## src/rtl/hsde_pkg.sv

```systemverilog
// ----------------------------------------------------------------------------
// hsde_pkg
// Shared widths, codes and control types of the heightmap erosion block.
// ----------------------------------------------------------------------------
package hsde_pkg;

  localparam int MAX_MAP_SIZE = 1024;
  localparam int MIN_MAP_SIZE = 3;
  localparam int ADDR_W       = $clog2(MAX_MAP_SIZE);
  localparam int SIZE_W       = 11;
  localparam int FILL_W       = $clog2(MAX_MAP_SIZE + 2);
  localparam int HEIGHT_W     = 16;
  localparam int GAIN_W       = 16;
  localparam int PROD_W       = HEIGHT_W + GAIN_W;
  localparam int CFG_INDEX_W  = 1;
  localparam int CFG_DATA_W   = 16;
  localparam int SIZE_RESET   = (1024 > MAX_MAP_SIZE) ? MAX_MAP_SIZE : 1024;
  localparam int GAIN_RESET   = 6554;

  typedef logic [HEIGHT_W-1:0] height_t;
  typedef logic [ADDR_W-1:0]   addr_t;

  localparam logic OP_PIXEL = 1'b0;
  localparam logic OP_DRAIN = 1'b1;

  localparam logic [CFG_INDEX_W-1:0] REG_MAP_SIZE     = 1'b0;
  localparam logic [CFG_INDEX_W-1:0] REG_EROSION_GAIN = 1'b1;

  typedef struct packed {
    logic  pix;      // pixel written to the raw line
    logic  adv;      // raw line position steps
    logic  produce;  // a result leaves with this request
    logic  last;     // final pixel of the frame
    logic  border;   // result pixel sits on the frame border
    addr_t rl_waddr;
    addr_t rl_raddr;
    addr_t el_waddr;
    addr_t el_raddr;
  } ctl_t;

endpackage

```

## src/rtl/hsde_erode.sv

```systemverilog
// ----------------------------------------------------------------------------
// hsde_erode
// 3x3 window taps, neighbour minimum and gain-scaled erosion of one pixel.
// ----------------------------------------------------------------------------
module hsde_erode (
  input  logic                        clk,
  input  hsde_pkg::ctl_t              ctl,
  input  hsde_pkg::height_t           height,
  input  hsde_pkg::height_t           rl_q,
  input  hsde_pkg::height_t           el_q,
  input  logic [hsde_pkg::GAIN_W-1:0] gain,
  output hsde_pkg::height_t           eroded
);

  import hsde_pkg::*;

  // up row: u0, u1, el_q; mid: lo_r, mc_r, rl_q; down: d0, d1, height
  height_t u0_r, u1_r, lo_r, mc_r, d0_r, d1_r;
  height_t min_a, min_b, min_c, min_d, min_ab, min_cd, min_all;
  height_t diff;
  logic [PROD_W-1:0] prod;

  function automatic height_t min2(height_t a, height_t b);
    return (b < a) ? b : a;
  endfunction

  always_comb begin
    min_a   = min2(u0_r, u1_r);
    min_b   = min2(el_q, rl_q);
    min_c   = min2(d0_r, d1_r);
    min_d   = min2(height, lo_r);
    min_ab  = min2(min_a, min_b);
    min_cd  = min2(min_c, min_d);
    min_all = min2(min_ab, min_cd);
    diff    = HEIGHT_W'(mc_r - min_all);
    prod    = PROD_W'(diff) * PROD_W'(gain);
    if (!ctl.border && (min_all < mc_r)) begin
      eroded = HEIGHT_W'(mc_r - prod[PROD_W-1:GAIN_W]);
    end else begin
      eroded = mc_r;
    end
  end

  always_ff @(posedge clk) begin
    if (ctl.adv) begin
      mc_r <= rl_q;
    end
    if (ctl.pix) begin
      d0_r <= d1_r;
      d1_r <= height;
    end
    if (ctl.produce) begin
      u0_r <= u1_r;
      u1_r <= el_q;
      lo_r <= eroded;
    end
  end

endmodule
```

## config.mk

```make
export PLATFORM = sky130hd
export DESIGN_NAME = hsde_erode
export DESIGN_NICKNAME = d
export VERILOG_FILES = /design/src/rtl/hsde_pkg.sv /design/src/rtl/hsde_erode.sv
export SDC_FILE = /design/constraint.sdc
export NUM_CORES = 1
export LEC_CHECK = 0
export ABC_AREA = 1
export BUFFER_PORTS_ARGS = -buffer_cell sky130_fd_sc_hd__clkbuf_2
export CORE_MARGIN = 2
export CORE_UTILIZATION = 51
export DETAILED_ROUTE_END_ITERATION = 8
export PLACE_DENSITY_LB_ADDON = 0.2
export REMOVE_ABC_BUFFERS = 1
export SLEW_MARGIN = 20
export SYNTH_ARGS = -nofsm -noshare
export SYNTH_HDL_FRONTEND = slang
export SYNTH_SLANG_ARGS = --single-unit
```

## constraint.sdc

```tcl
create_clock -name clk -period 65.1 [get_ports clk]
set_input_delay 13.02 -clock clk [delete_from_list [all_inputs] [get_ports clk]]
set_output_delay 13.02 -clock clk [all_outputs]
set_load 0.05 [all_outputs]
```

Yosys cells after proc, flatten, opt, wreduce, memory -nomap -nowiden
Index checks and enable logic that the tools add are counted.
W data, S select, Z words.
{"block": "totals", "wordCells": 27, "ff_bits": 96}
{"block": "op_classes", "reduce_logical": 2, "multipliers": 1, "n_addsub": 2, "magnitude_cmp": 8, "muxes": 8}
{"cell": "$lt A16 B16 Y1", "count": 8}
{"cell": "$mux W16", "count": 8}
{"cell": "$mul A16 B16 Y32", "count": 1}
{"cell": "$sub A16 B16 Y16", "count": 2}
{"cell": "$logic_and A1 B1 Y1", "count": 1}
{"cell": "$logic_not A1 Y1", "count": 1}

Depth between registers and ports, before layout
{"block": "depth", "word_depth": 10, "ltp_mapped": 101, "mapped_depth_nobuf": 97}

Worst setup path after synthesis
No wires, ideal clock.
{"block": "synth_path", "path_kind": "input to output", "from": "in height[11]", "to": "out eroded[14]", "stages": 82, "path_slack_ps": 24525, "t_arrival_ps": 27555, "required_time_ps": 52080, "cell_sequence": "inv_1 -> ha_1 -> nand2_1 -> inv_2 -> nand2_1 -> a31oi_1 -> nor2_1 -> nand2_1 -> clkbuf_1 -> clkbuf_1 -> nor2_1 -> a21oi_1 -> ha_1 -> a21oi_1 -> nor2_1 -> a2111oi_0 -> nand2_2 -> inv_1 -> [... 46 more ...] -> a21oi_1 -> o21ai_0 -> nand2_1 -> nand2_1 -> a21oi_1 -> inv_1 -> a21oi_1 -> o21ai_0 -> nand2_1 -> inv_1 -> o21ai_0 -> nand2_1 -> nand2_1 -> inv_1 -> o21ai_0 -> nand2_1 -> xnor2_1 -> o21ai_0"}
{"block": "synth_between", "elab_chain_cells": 10, "word_cells_on_any_way": 12}
{"element": "from (decl)", "line": "hsde_erode.sv:8", "text": "input hsde_pkg::height_t height,"}
{"element": "$lt A16 B16 Y1", "line": "hsde_erode.sv:24", "text": "return (b < a) ? b : a;"}
{"element": "$mux W16 (*)", "line": "hsde_erode.sv:24"}
{"element": "$lt A16 B16 Y1", "line": "hsde_erode.sv:24"}
{"element": "$mux W16 (*)", "line": "hsde_erode.sv:24"}
{"element": "$lt A16 B16 Y1", "line": "hsde_erode.sv:24"}
{"element": "$mux W16 (*)", "line": "hsde_erode.sv:24"}
{"element": "$sub A16 B16 Y16", "line": "hsde_erode.sv:35", "text": "diff = HEIGHT_W'(mc_r - min_all);"}
{"element": "$mul A16 B16 Y32", "line": "hsde_erode.sv:36", "text": "prod = PROD_W'(diff) * PROD_W'(gain);"}
{"element": "$sub A16 B16 Y16", "line": "hsde_erode.sv:38", "text": "eroded = HEIGHT_W'(mc_r - prod[PROD_W-1:GAIN_W]);"}
{"element": "$mux W16 (*)", "line": "hsde_erode.sv:37", "text": "if (!ctl.border && (min_all < mc_r)) begin"}
{"element": "to (decl)", "line": "hsde_erode.sv:12", "text": "output hsde_pkg::height_t eroded"}
Every way passes the cells marked *; elsewhere a longest branch is shown, timed or not.

Final worst setup path
{"block": "layout_path", "from": "in height[13]", "to": "out eroded[15]"}
The elaborated chain is that of the path after synthesis.

==> summary.md <==
| Metric | Value |
|---|---|
| Commonest cells after routing, fill and taps aside | `nand2_1 (448), inv_1 (410), ha_1 (234), fa_1 (195), nor2_1 (161)` |
| Worst slew margin relative to its limit | `34.5%` |
| Crit Path Class | `in2out` |
| Adder-Cell Fraction of Synth Area | `42.5%` |
| Layout cells sized above 1 | `6.35%` |
| Die Height | `182 µm` |
| Routed Antenna Nets | `0` |
| Initial antenna violation count | `0` |
| Multi-input gate area | `11400 µm²` |
| Unrepaired setup endpoints after global routing | `false` |
| F_max | `0.0232 GHz` |
| Cell taking the most area after synthesis | `fa_1` |
| CP max-delay cell | `a2111oi_2` |
| Chip width | `182 µm` |
| Starting DRT DRC Count | `936` |
| Nets | `2596` |
| Worst slew pin tran | `0.980 ns` |
| Register area | `2880 µm²` |
| Clock latency on the worst-skew pair | `0.36 ns` |
| Sequential share of the synthesized area | `17.9%` |
| Max Cap Viol | `0` |
| Vias in the first global route | `13100` |
| Bufs and invs on worst path | `14` |
| Final period util | `66.1%` |
| Mapped Avg Cell Area | `8.03 µm²` |
| CP max stage delay | `0.68 ns` |
| Commonest non-fill, non-tap cell in the layout | `nand2_1` |
| Synth top area cells | `fa_1 (24%), ha_1 (18%), edfxtp_1 (18%)` |
| DR vias | `13200` |
| CORE AREA | `31300 µm²` |
| Vias per cell | `5.34` |
| WP data required | `52.08 ns` |
| Post-synthesis compound-gate area fraction | `8.11%` |
| Detailed Place HPWL | `33600 µm` |
| Mux contribution to synthesized area | `0%` |
| Most Frequent Cell on Critical Path | `nand2_1` |
| CTS resizes | `0` |
| Diode count | `0` |
| Sum of negative setup slack | `0 ns` |
| Final min period | `43.05 ns` |
| Residual DRC | `0` |
| Simple-gate share of the synthesized area | `18.6%` |
| Place WS | `22.37 ns` |
| Pin count of the biggest net entering global routing | `49` |
| Mapped Area | `16100 µm²` |
| Hold Crit Class | `reg2reg` |
| Top-area cell type share of the netlist area | `24.3%` |
| Synth cell types | `39` |
| Layout Skew | `0.00943 ns` |
| Count of final hold-check violations | `0` |
| Placer congestion estimate | `0.876` |
| Final setup violation count | `0` |
| Status | `complete, no violations` |
| Crit path arrival time | `30.03 ns` |
| Final Slew Violations | `0` |
| CP top delay family | `adder cells` |
| Die Area | `33000 µm²` |
| Yosys reg bits | `96` |
| Synth-to-Final Area Change | `6.65%` |
| Worst setup SP type | `primary input` |
| H-tree depth | `3` |
| GR Overflow Total | `0` |
| CTS Hold Bufs | `0` |
| Final wirelength | `40300 µm` |
| FP Rows | `65` |
| Reg clk slew, reported paths | `0.07 ns` |
| DR WL/cell | `16.4 µm` |
| CTS sink cnt | `96` |
| Final Instance Area | `17200 µm²` |
| First-pass GRT wire length | `65500 µm` |
| Syn Inst Count | `2002` |
| Worst Slack Setup Final | `22.05 ns` |
| Port buffer count | `84` |
| Yosys warns | `0` |
| Num CTS Buffers | `9` |
| Overall Global Routing Usage | `25.4%` |
| CTS tree | `done` |
| Clock Tree Buf Depth | `2` |
| Post-CTS Setup Bufs | `0` |
| DP Area | `16900 µm²` |
| TritonRoute pass-1 iters | `5` |
| XOR/XNOR share of the synthesized area | `1.85%` |
| FILL cells | `2955` |
| Worst Path Max Fanout | `31` |
| CP Capture Type | `output pin` |
| Top Ports | `126` |
| Clock root cell | `clkbuf_16` |
| Largest family of logic cells by synthesized area | `adder cells` |
| Initial Util | `51.4%` |
-- flip-flops by register name, indices dropped and copies added, names as in the netlist --
| name | cells |
|---|---|
| u1_r | 16 |
| lo_r | 16 |
| mc_r | 16 |
| d1_r | 16 |
| u0_r | 16 |
| d0_r | 16 |
-- logic make-up after synthesis --
logic type / count (synthesis)
AND/OR/NAND/NOR: 735
buffers and inverters: 468
adder cells (fa/ha/maj): 429
AO/OA/AOI/OAI: 240
flip-flops: 96
XOR/XNOR: 34
-- path summary, 6_finish.rpt --
| kind | end | cells past startpoint | start | slack (ns) |
|---|---|---|---|---|
| min | d0_r[0] | 0 | d1_r[0] | 0.45 |
| max | eroded[15] | 79 | height[13] | 22.05 |
| min reg2reg | d0_r[0] | 0 | d1_r[0] | 0.45 |
| max reg2reg | lo_r[15] | 77 | lo_r[13] | 47.78 |
-- layout make-up --
| class | instances | area share (%) |
|---|---|---|
| repair buffers | 90 | 2.71 |
| inverters | 422 | 9.23 |
| well taps | 402 | 2.93 |
| multi-input cells | 1438 | 66.6 |
| clock inverters | 7 | 0.452 |
| flip-flops and latches | 96 | 16.8 |
| clock buffers | 9 | 1.31 |
-- metrics by stage --
step	std cells	utilization, %	hold slack [ns]
after floorplan	1956	-	0.426
after global placement	2448	53.8	0.432
after detailed placement	2448	53.8	0.437
after CTS	2464	54.8	0.453
after global routing	2464	54.8	0.466
final	2464	54.8	0.450
-- Yosys cell counts, drive strengths merged --
| master | number |
|---|---|
| inv | 414 |
| a211oi | 4 |
| a221oi | 2 |
| nand3b | 4 |
| o221ai | 1 |
| nand2 | 458 |
| clkinv | 8 |
| nor4 | 2 |
| a21o | 2 |
| clkbuf | 40 |
| nand4 | 13 |
| xnor2 | 16 |
| ha | 234 |
| buf | 6 |
| nor3 | 8 |
| nor2 | 163 |
| xor2 | 18 |
| o21a | 4 |
| o21bai | 3 |
| o21ai | 91 |
| a2111oi | 5 |
| fa | 195 |
| a21boi | 2 |
| o31ai | 4 |
| a21oi | 112 |
| or2 | 10 |
| a31oi | 10 |
| nand3 | 76 |
| edfxtp | 96 |
| and2 | 1 |
-- metal layers --
layer / vias up / global-route usage [%] / part of all wire (%)
met4: 0 / 6.63 / 2.7
li1: 6414 / - / -
met5: - / 0 / 0
met3: 66 / 3.77 / 5.2
met2: 353 / 43.1 / 48
met1: 6321 / 34.2 / 44
Power is not shown: default switching activity piles up to over one toggle a cycle in this logic, so the estimate is an artifact.
