[config.mk]
export PLATFORM = sky130hd
export DESIGN_NAME = hsde_ctrl
export DESIGN_NICKNAME = d
export VERILOG_FILES = /design/src/rtl/hsde_pkg.sv /design/src/rtl/hsde_ctrl.sv
export SDC_FILE = /design/constraint.sdc
export NUM_CORES = 1
export LEC_CHECK = 0
export ABC_CLOCK_PERIOD_IN_PS = 5000
export BUFFER_PORTS_ARGS = -buffer_cell sky130_fd_sc_hd__buf_2
export CORE_ASPECT_RATIO = 1.5
export CORE_MARGIN = 2
export CORE_UTILIZATION = 50
export DETAILED_ROUTE_END_ITERATION = 8
export PLACE_DENSITY = 0.79
export SLEW_MARGIN = 20
export SYNTH_ARGS = -nofsm -noshare
export SYNTH_HDL_FRONTEND = slang
export SYNTH_SLANG_ARGS = --single-unit
[constraint.sdc]
create_clock -name clk -period 5 [get_ports clk]
set_clock_uncertainty 0.1 [all_clocks]
set_input_delay 0.5 -clock clk [delete_from_list [all_inputs] [get_ports clk]]
set_output_delay 0.5 -clock clk [all_outputs]
set_load 0.05 [all_outputs]
[src/rtl/hsde_pkg.sv]
// ----------------------------------------------------------------------------
// hsde_pkg
// Shared widths, codes and control types of the heightmap erosion block.
// ----------------------------------------------------------------------------
package hsde_pkg;

  localparam int MAX_MAP_SIZE = 1024;
  localparam int MIN_MAP_SIZE = 3;
  localparam int ADDR_W       = $clog2(MAX_MAP_SIZE);
  localparam int SIZE_W       = 11;
  localparam int FILL_W       = $clog2(MAX_MAP_SIZE + 2);
  localparam int HEIGHT_W     = 16;
  localparam int GAIN_W       = 16;
  localparam int PROD_W       = HEIGHT_W + GAIN_W;
  localparam int CFG_INDEX_W  = 1;
  localparam int CFG_DATA_W   = 16;
  localparam int SIZE_RESET   = (1024 > MAX_MAP_SIZE) ? MAX_MAP_SIZE : 1024;
  localparam int GAIN_RESET   = 6554;

  typedef logic [HEIGHT_W-1:0] height_t;
  typedef logic [ADDR_W-1:0]   addr_t;

  localparam logic OP_PIXEL = 1'b0;
  localparam logic OP_DRAIN = 1'b1;

  localparam logic [CFG_INDEX_W-1:0] REG_MAP_SIZE     = 1'b0;
  localparam logic [CFG_INDEX_W-1:0] REG_EROSION_GAIN = 1'b1;

  typedef struct packed {
    logic  pix;      // pixel written to the raw line
    logic  adv;      // raw line position steps
    logic  produce;  // a result leaves with this request
    logic  last;     // final pixel of the frame
    logic  border;   // result pixel sits on the frame border
    addr_t rl_waddr;
    addr_t rl_raddr;
    addr_t el_waddr;
    addr_t el_raddr;
  } ctl_t;

endpackage

[src/rtl/hsde_ctrl.sv]
// ----------------------------------------------------------------------------
// hsde_ctrl
// Configuration registers, raster counters, fill and tail tracking.
// ----------------------------------------------------------------------------
module hsde_ctrl (
  input  logic                                 clk,
  input  logic                                 rst_n,
  input  logic                                 cfg_we,
  input  logic [hsde_pkg::CFG_INDEX_W-1:0]     cfg_index,
  input  logic [hsde_pkg::CFG_DATA_W-1:0]      cfg_data,
  input  logic                                 fire,
  input  logic                                 op,
  output hsde_pkg::ctl_t                       ctl,
  output logic [hsde_pkg::GAIN_W-1:0]          gain
);

  import hsde_pkg::*;

  logic [SIZE_W-1:0] size_r, size_nxt;
  logic [GAIN_W-1:0] gain_r, gain_nxt;
  addr_t             col_r, col_nxt;
  addr_t             row_r, row_nxt;
  addr_t             ex_r, ex_nxt;
  addr_t             ey_r, ey_nxt;
  logic [FILL_W-1:0] fill_r, fill_nxt;
  logic              tail_r, tail_nxt;

  logic [SIZE_W-1:0] size_m1;
  logic [SIZE_W-1:0] size_raw;
  logic [FILL_W-1:0] fill_top;
  logic              col_last, row_last, ex_last, ey_last;
  logic              pix_ok, drain_ok, fill_full, produce, frame_end;
  logic              size_we, gain_we;

  always_comb begin
    size_m1   = SIZE_W'(size_r - SIZE_W'(1));
    fill_top  = FILL_W'(FILL_W'(size_r) + FILL_W'(1));
    col_last  = (SIZE_W'(col_r) == size_m1);
    row_last  = (SIZE_W'(row_r) == size_m1);
    ex_last   = (SIZE_W'(ex_r) == size_m1);
    ey_last   = (SIZE_W'(ey_r) == size_m1);
    pix_ok    = fire && (op == OP_PIXEL) && !tail_r;
    drain_ok  = fire && (op == OP_DRAIN) && tail_r;
    fill_full = (fill_r == fill_top);
    produce   = (pix_ok && fill_full) || drain_ok;
    frame_end = drain_ok && ex_last && ey_last;
    size_we   = cfg_we && (cfg_index == REG_MAP_SIZE);
    gain_we   = cfg_we && (cfg_index == REG_EROSION_GAIN);
    size_raw  = cfg_data[SIZE_W-1:0];

    size_nxt = size_r;
    gain_nxt = gain_r;
    col_nxt  = col_r;
    row_nxt  = row_r;
    ex_nxt   = ex_r;
    ey_nxt   = ey_r;
    fill_nxt = fill_r;
    tail_nxt = tail_r;

    if (pix_ok || drain_ok) begin
      col_nxt = col_last ? '0 : ADDR_W'(col_r + ADDR_W'(1));
    end
    if (pix_ok && col_last) begin
      row_nxt = row_last ? '0 : ADDR_W'(row_r + ADDR_W'(1));
      if (row_last) begin
        tail_nxt = 1'b1;
      end
    end
    if (pix_ok && !fill_full) begin
      fill_nxt = FILL_W'(fill_r + FILL_W'(1));
    end
    if (produce) begin
      ex_nxt = ex_last ? '0 : ADDR_W'(ex_r + ADDR_W'(1));
      if (ex_last) begin
        ey_nxt = ey_last ? '0 : ADDR_W'(ey_r + ADDR_W'(1));
      end
    end

    if (gain_we) begin
      gain_nxt = cfg_data[GAIN_W-1:0];
    end
    if (size_we) begin
      if (size_raw < SIZE_W'(MIN_MAP_SIZE)) begin
        size_nxt = SIZE_W'(MIN_MAP_SIZE);
      end else if (size_raw > SIZE_W'(MAX_MAP_SIZE)) begin
        size_nxt = SIZE_W'(MAX_MAP_SIZE);
      end else begin
        size_nxt = size_raw;
      end
    end
    if (frame_end || size_we) begin
      col_nxt  = '0;
      row_nxt  = '0;
      ex_nxt   = '0;
      ey_nxt   = '0;
      fill_nxt = '0;
      tail_nxt = 1'b0;
    end

    ctl.pix      = pix_ok;
    ctl.adv      = pix_ok || drain_ok;
    ctl.produce  = produce;
    ctl.last     = frame_end;
    ctl.border   = (ex_r == '0) || (ey_r == '0) || ex_last || ey_last;
    ctl.rl_waddr = col_r;
    ctl.rl_raddr = col_nxt;
    ctl.el_waddr = ex_r;
    ctl.el_raddr = (SIZE_W'(ex_nxt) == size_m1) ? '0 : ADDR_W'(ex_nxt + ADDR_W'(1));
  end

  always_ff @(posedge clk) begin
    if (!rst_n) begin
      size_r <= SIZE_W'(SIZE_RESET);
      gain_r <= GAIN_W'(GAIN_RESET);
      col_r  <= '0;
      row_r  <= '0;
      ex_r   <= '0;
      ey_r   <= '0;
      fill_r <= '0;
      tail_r <= 1'b0;
    end else begin
      size_r <= size_nxt;
      gain_r <= gain_nxt;
      col_r  <= col_nxt;
      row_r  <= row_nxt;
      ex_r   <= ex_nxt;
      ey_r   <= ey_nxt;
      fill_r <= fill_nxt;
      tail_r <= tail_nxt;
    end
  end

  assign gain = gain_r;

endmodule

**Yosys cells after proc, flatten, opt, wreduce, memory -nomap -nowiden**

Cells that the tools add are included.
Widths: inputs -> output; s select.

- Flip-flop bits (word level): 79
- Bits of input ports: 22
- Output and inout port bits: 61
- Logic and storage cells: 62

- $add $sub $neg: 8
- Magnitude comparators: 2
- Equality and inequality tests: 6
- Mux-type cells: 11
- Bitwise operators: 3
- Reductions and logical operators: 24

Operator list:

| kind | count |
|---|---|
| $mux 10 | 9 |
| $eq 10x11->1 | 5 |
| $add 10x1->10 const B | 5 |
| $add 11x1->11 const B | 2 |
| $mux 11 | 2 |
| $logic_not 10->1 | 2 |
| $eq 11x11->1 | 1 |
| $gt 11x11->1 const B | 1 |
| $logic_and 1x1->1 | 11 |
| $lt 11x2->1 const B | 1 |
| $sub 11x1->11 const B | 1 |
| $logic_or 1x1->1 | 6 |
| $reduce_and 2->1 | 2 |
| $not 1->1 | 3 |
| $logic_not 1->1 | 2 |
| $reduce_or 2->1 | 1 |

**Logic depth before layout (Yosys ltp)**

- Depth in word-level cells: 9
- Depth in mapped cells: 19
- Depth with buffers taken out: 16

**Worst setup path before layout**

Ideal clock, no wire load.

- Kind: register -> output
- Start: register size_r[0]
- End: output ctl[8] (netlist name)
- Arrival time: 4,418 ps
- Required time: 4,400 ps
- Slack: -18 ps
- Stages on the path, launching flop included: 19
- Path buffers: 3
- Cell sequence: dfxtp_1 > buf_2 > inv_1 > ha_1 > clkbuf_1 > xor2_1 > a2111oi_0 > nand4_1 > o21a_1 > buf_2 > nor3_4 > a21oi_2 > nor2_1 > ha_1 > inv_1 > nor4_2 > nand4_1 > xor2_1 > nor2_1

RTL lines:

| what | line | source |
|---|---|---|
| start: declaration | hsde_ctrl.sv:19 | `logic [SIZE_W-1:0] size_r, size_nxt;` |
| start signal: assignment | hsde_ctrl.sv:113 | `size_r <= SIZE_W'(SIZE_RESET);` |
| start signal: assignment | hsde_ctrl.sv:122 | `size_r <= size_nxt;` |
| end: declaration | hsde_ctrl.sv:13 | `output hsde_pkg::ctl_t ctl,` |

==> key figures <==
Outcome
  • Outcome: finished, final reports clean

Clock tree
  • Insertion delay to the later sink of the worst-skew pair: ~0.35 ns
  • Root buffer cell: sky130_fd_sc_hd__clkbuf_16
  • Number of buffers inserted during clock tree synthesis: 9
  • Clock transition at the register clock pins on the worst setup and hold paths after CTS: 0.07 ns
  • CTS H-tree lvls: 3
  • Clock tree sinks: 79
  • Buffers from clock root to sink, at most: 2
  • Post-cts hold buffer count: 0
  • Clock tree from TritonCTS: done

Synth
  • Number of library cell types mapped by synthesis: 77
  • Number of enable flip-flop cells after synthesis: 0
  • Register bit count reported by yosys: ~80
  • Share of the synthesized area in the top cell type: 27.0%
  • Top FF cell, synth: sky130_fd_sc_hd__dfxtp_1
  • Asr flop ratio synth: 0%
  • Count of warnings emitted by yosys: 0
  • Sequential cell area fraction in the yosys report: 27.0%
  • Leading post-synthesis cells by instance count: 94 x sky130_fd_sc_hd__nor2_1, 87 x sky130_fd_sc_hd__nand2_1, 79 x sky130_fd_sc_hd__dfxtp_1, 59 x sky130_fd_sc_hd__xnor2_1, 45 x sky130_fd_sc_hd__xor2_1
  • Post-synthesis net count: 793
  • Biggest area contributors in the synthesized netlist: sky130_fd_sc_hd__dfxtp_1 27%, sky130_fd_sc_hd__xnor2_1 8.8%, sky130_fd_sc_hd__xor2_1 6.7%
  • Cell count after synthesis: 761
  • Cell with the most instances after synthesis: sky130_fd_sc_hd__nor2_1
  • Average size of a mapped cell: 7.69 um2
  • Cell area after technology mapping: ~6000 um2
  • Cell taking the most area after synthesis: sky130_fd_sc_hd__dfxtp_1

Setup path
  • Stage delay of the slowest cell on the critical path: around 0.6 ns
  • Kind of cell adding the most delay to the critical path: simple AND/OR/NAND/NOR gates
  • Slowest CP cell: sky130_fd_sc_hd__or4_4
  • Endpoint kind of the worst setup timing path: output port
  • Worst R2R Start: size_r[0]
  • CP Launch Type: flip-flop
  • Worst flop-to-flop path endpoint: ey_r[2]
  • FF-to-FF setup slack: 1.15 ns
  • Setup Crit Path Kind: flip-flop to output port
  • Maximum fanout count along the critical path: 15
  • Worst setup path endpoint: ctl[5]
  • CP arrival: approximately 4.3 ns
  • CP Buf/Inv Count: 2
  • Reg2Reg Depth: 14
  • Crit path cell chain: buf_8, or4_4, nor2_1, mux2i_2, o2111a_1, and3_4, o211ai_1, a32o_2, mux2_2, nor4_4, o211a_4, nor2_1, buf_2
  • Instance count on the critical path: 13
  • Worst setup path startpoint: size_r[0]
  • Endpoint required time on the critical path: around 4.4 ns
  • Library cell appearing most often on the critical path: sky130_fd_sc_hd__nor2_1

Placed design
  • Placed cell areas: 6460 um2
  • Total half-perimeter wirelength after legalization and detailed placement: 13100 um
  • I/O Buffers: 82
  • Placed cell count: 975
  • Routability Congestion: 0.990

Final layout
  • Post-route insts no fill: slightly above 1000
  • Antenna Cells: 0
  • Share of layout cells above drive strength 1: 22.8%
  • Layout overhead on the synthesized area: 21.7%
  • Number of fill cells in the layout: 951
  • End-of-flow core utilization: 62.1%
  • Post-layout nets: approximately 880
  • Final standard cell area without fillers: around 7100 um2

STA
  • # setup viols final: 0
  • Normalized max-slew margin: a little over two fifths
  • Endpoints failing hold: 0
  • Final worst hold slack: 0.253 ns
  • Post-route fraction of the period consumed by the critical path: 98.0%
  • Number of slew-limit violations in the final report: 0
  • Slew at the pin with the worst max-slew slack: 0.844 ns
  • Maximum operating frequency: around 0.20 GHz
  • Final critical path time including I/O delays and setup: 4.90 ns

Floorplanning
  • Die Y: 136 um
  • DIE AREA: about 13000 um2
  • Ports placed on the boundary: between 80 and 90
  • Width of the die: 92.3 um
  • Placeable core area: 11500 um2
  • Row Count: 48
  • Starting density of the core: 51.0%

Worst hold path
  • Critical hold path startpoint: cfg_data[12]
  • Worst min-delay path category: primary input to flip-flop

Routing
  • Number of vias per cell after detailed routing: 6.04
  • Remaining number of nets flagged by the antenna check after routing: 0
  • Mean routed wirelength per cell: 18.4 um
  • Remaining routing DRC violations: 0
  • Detailed-router iteration count before antenna repair: 6
  • Number of DRC violations after detailed-routing iteration 0: 430
  • Final Routed Wirelength: 18500 um
  • Via Count: 6080

Power
  • Total power after layout: between 1.5 and 2 mW
  • Largest voltage drop on the vdd net: between 150 and 200 uV
  • Total leakage power: 2.90 nW
  • PwrDens: 230 nW/um2

Global route
  • Number of global-route vias before repair: 5612
  • Total routing usage reported by global routing: 28.8%
  • Global route overflow: 0
  • Number of antenna violations at the first check in global routing: 0
  • Largest net degree at the start of global routing: 46
  • First-pass GRT wire length: 28500 um

Flow run
  • Max-cap viol count: 0
## kinds of logic after synthesis
| kind of cell | after synthesis | synth area share [%] |
|---|---|---|
| AOI/OAI and AO/OA | 112 | 14.5 |
| buffers and inverters | 74 | 5.64 |
| DFF | 79 | 27.0 |
| adders and majority gates | 10 | 2.14 |
| xor gates and xnor gates | 107 | 16.7 |
| and+or+nand+nor | 371 | 32.6 |
| muxes | 8 | 1.39 |
## worst reg2reg max path, delay by kind of cell, from the launching register on
| family | cells | cell delay [ns] |
|---|---|---|
| buf+inv | 4 | 0.64 |
| simple gates | 5 | 1.08 |
| fa+ha+maj | 1 | 0.18 |
| flops | 1 | 0.34 |
| compound gates | 4 | 1.37 |
## registers in the layout, summed over array words and instances (netlist names)
name    count
ey_r       10
size_r     11
gain       16
tail_r      1
ex_r       10
col_r      10
fill_r     11
row_r      10
## worst min path at each step
stage,endpoint,cells past startpoint
after floorplan,tail_r,2
after global placement,gain[11],2
after detailed placement,gain[11],2
after CTS,gain[12],3
after global routing,gain[12],3
final,gain[12],3
## cells in the final DEF, fill, tap and decap left out, types with 8 or more instances in the layout
cell type                   netlist  layout
sky130_fd_sc_hd__or3_1           10       9
sky130_fd_sc_hd__nor2b_1         12      12
sky130_fd_sc_hd__and2_1          20      20
sky130_fd_sc_hd__a21oi_1         20      20
sky130_fd_sc_hd__nor4_1          15      11
sky130_fd_sc_hd__nand3_1         37      37
sky130_fd_sc_hd__buf_4            5      47
sky130_fd_sc_hd__and3_1          16      15
sky130_fd_sc_hd__nand2_1         87      87
sky130_fd_sc_hd__nor2_1          94      92
sky130_fd_sc_hd__xnor2_1         59      59
sky130_fd_sc_hd__a21boi_0        10      10
sky130_fd_sc_hd__buf_2           21      77
sky130_fd_sc_hd__a22oi_1          9       9
sky130_fd_sc_hd__ha_1            10       8
sky130_fd_sc_hd__nor3_1          19      19
sky130_fd_sc_hd__clkbuf_16        0       9
sky130_fd_sc_hd__nand4_1         26      26
sky130_fd_sc_hd__o21ai_0          8       8
sky130_fd_sc_hd__dfxtp_1         79      76
sky130_fd_sc_hd__xor2_1          45      45
sky130_fd_sc_hd__inv_1           22      21
## per-layer routing
layer / track usage [%] / share of wire, %
met1: 31.9 / 37
met2: 50.0 / 49
met3: 5.95 / 6.9
met4: 18.3 / 7.3
met5: 0 / 0
## stage by stage
stage | setup slack (ns) | setup TNS, ns
after floorplan | 0.0209 | 0
after detailed placement | 0.185 | 0
after global routing | -0.0120 | -0.0120
after global placement | 0.267 | 0
after CTS | -0.0284 | -0.209
final | 0.100 | 0
## area by class of cell
type	instances	area [um2]	share of cell area (%)
clock inverters	6	53.8	0.755
multi-input cells	609	4180	58.6
clock buffers	10	239	3.35
flip-flops and latches	79	1590	22.3
inverters	22	82.6	1.16
well taps	150	188	2.63
repair buffers	130	798	11.2
## what timing repair did
item	in CTS	in global routing
pin swaps	4	17
buffers inserted	2	12
cloned	1	0
endpoints found under the setup margin	10	10
gates resized for setup	19	33
## report_power, final
part / total (mW) / leakage, nW / internal [mW] / switching, mW
Clock: 0.657 / 0.141 / 0.358 / 0.299
Combinational: 0.325 / 2.12 / 0.121 / 0.204
Sequential: 0.655 / 0.641 / 0.641 / 0.0139
Total: 1.64 / 2.90 / 1.12 / 0.517
No activity file was read; power rests on OpenSTA's default activity.
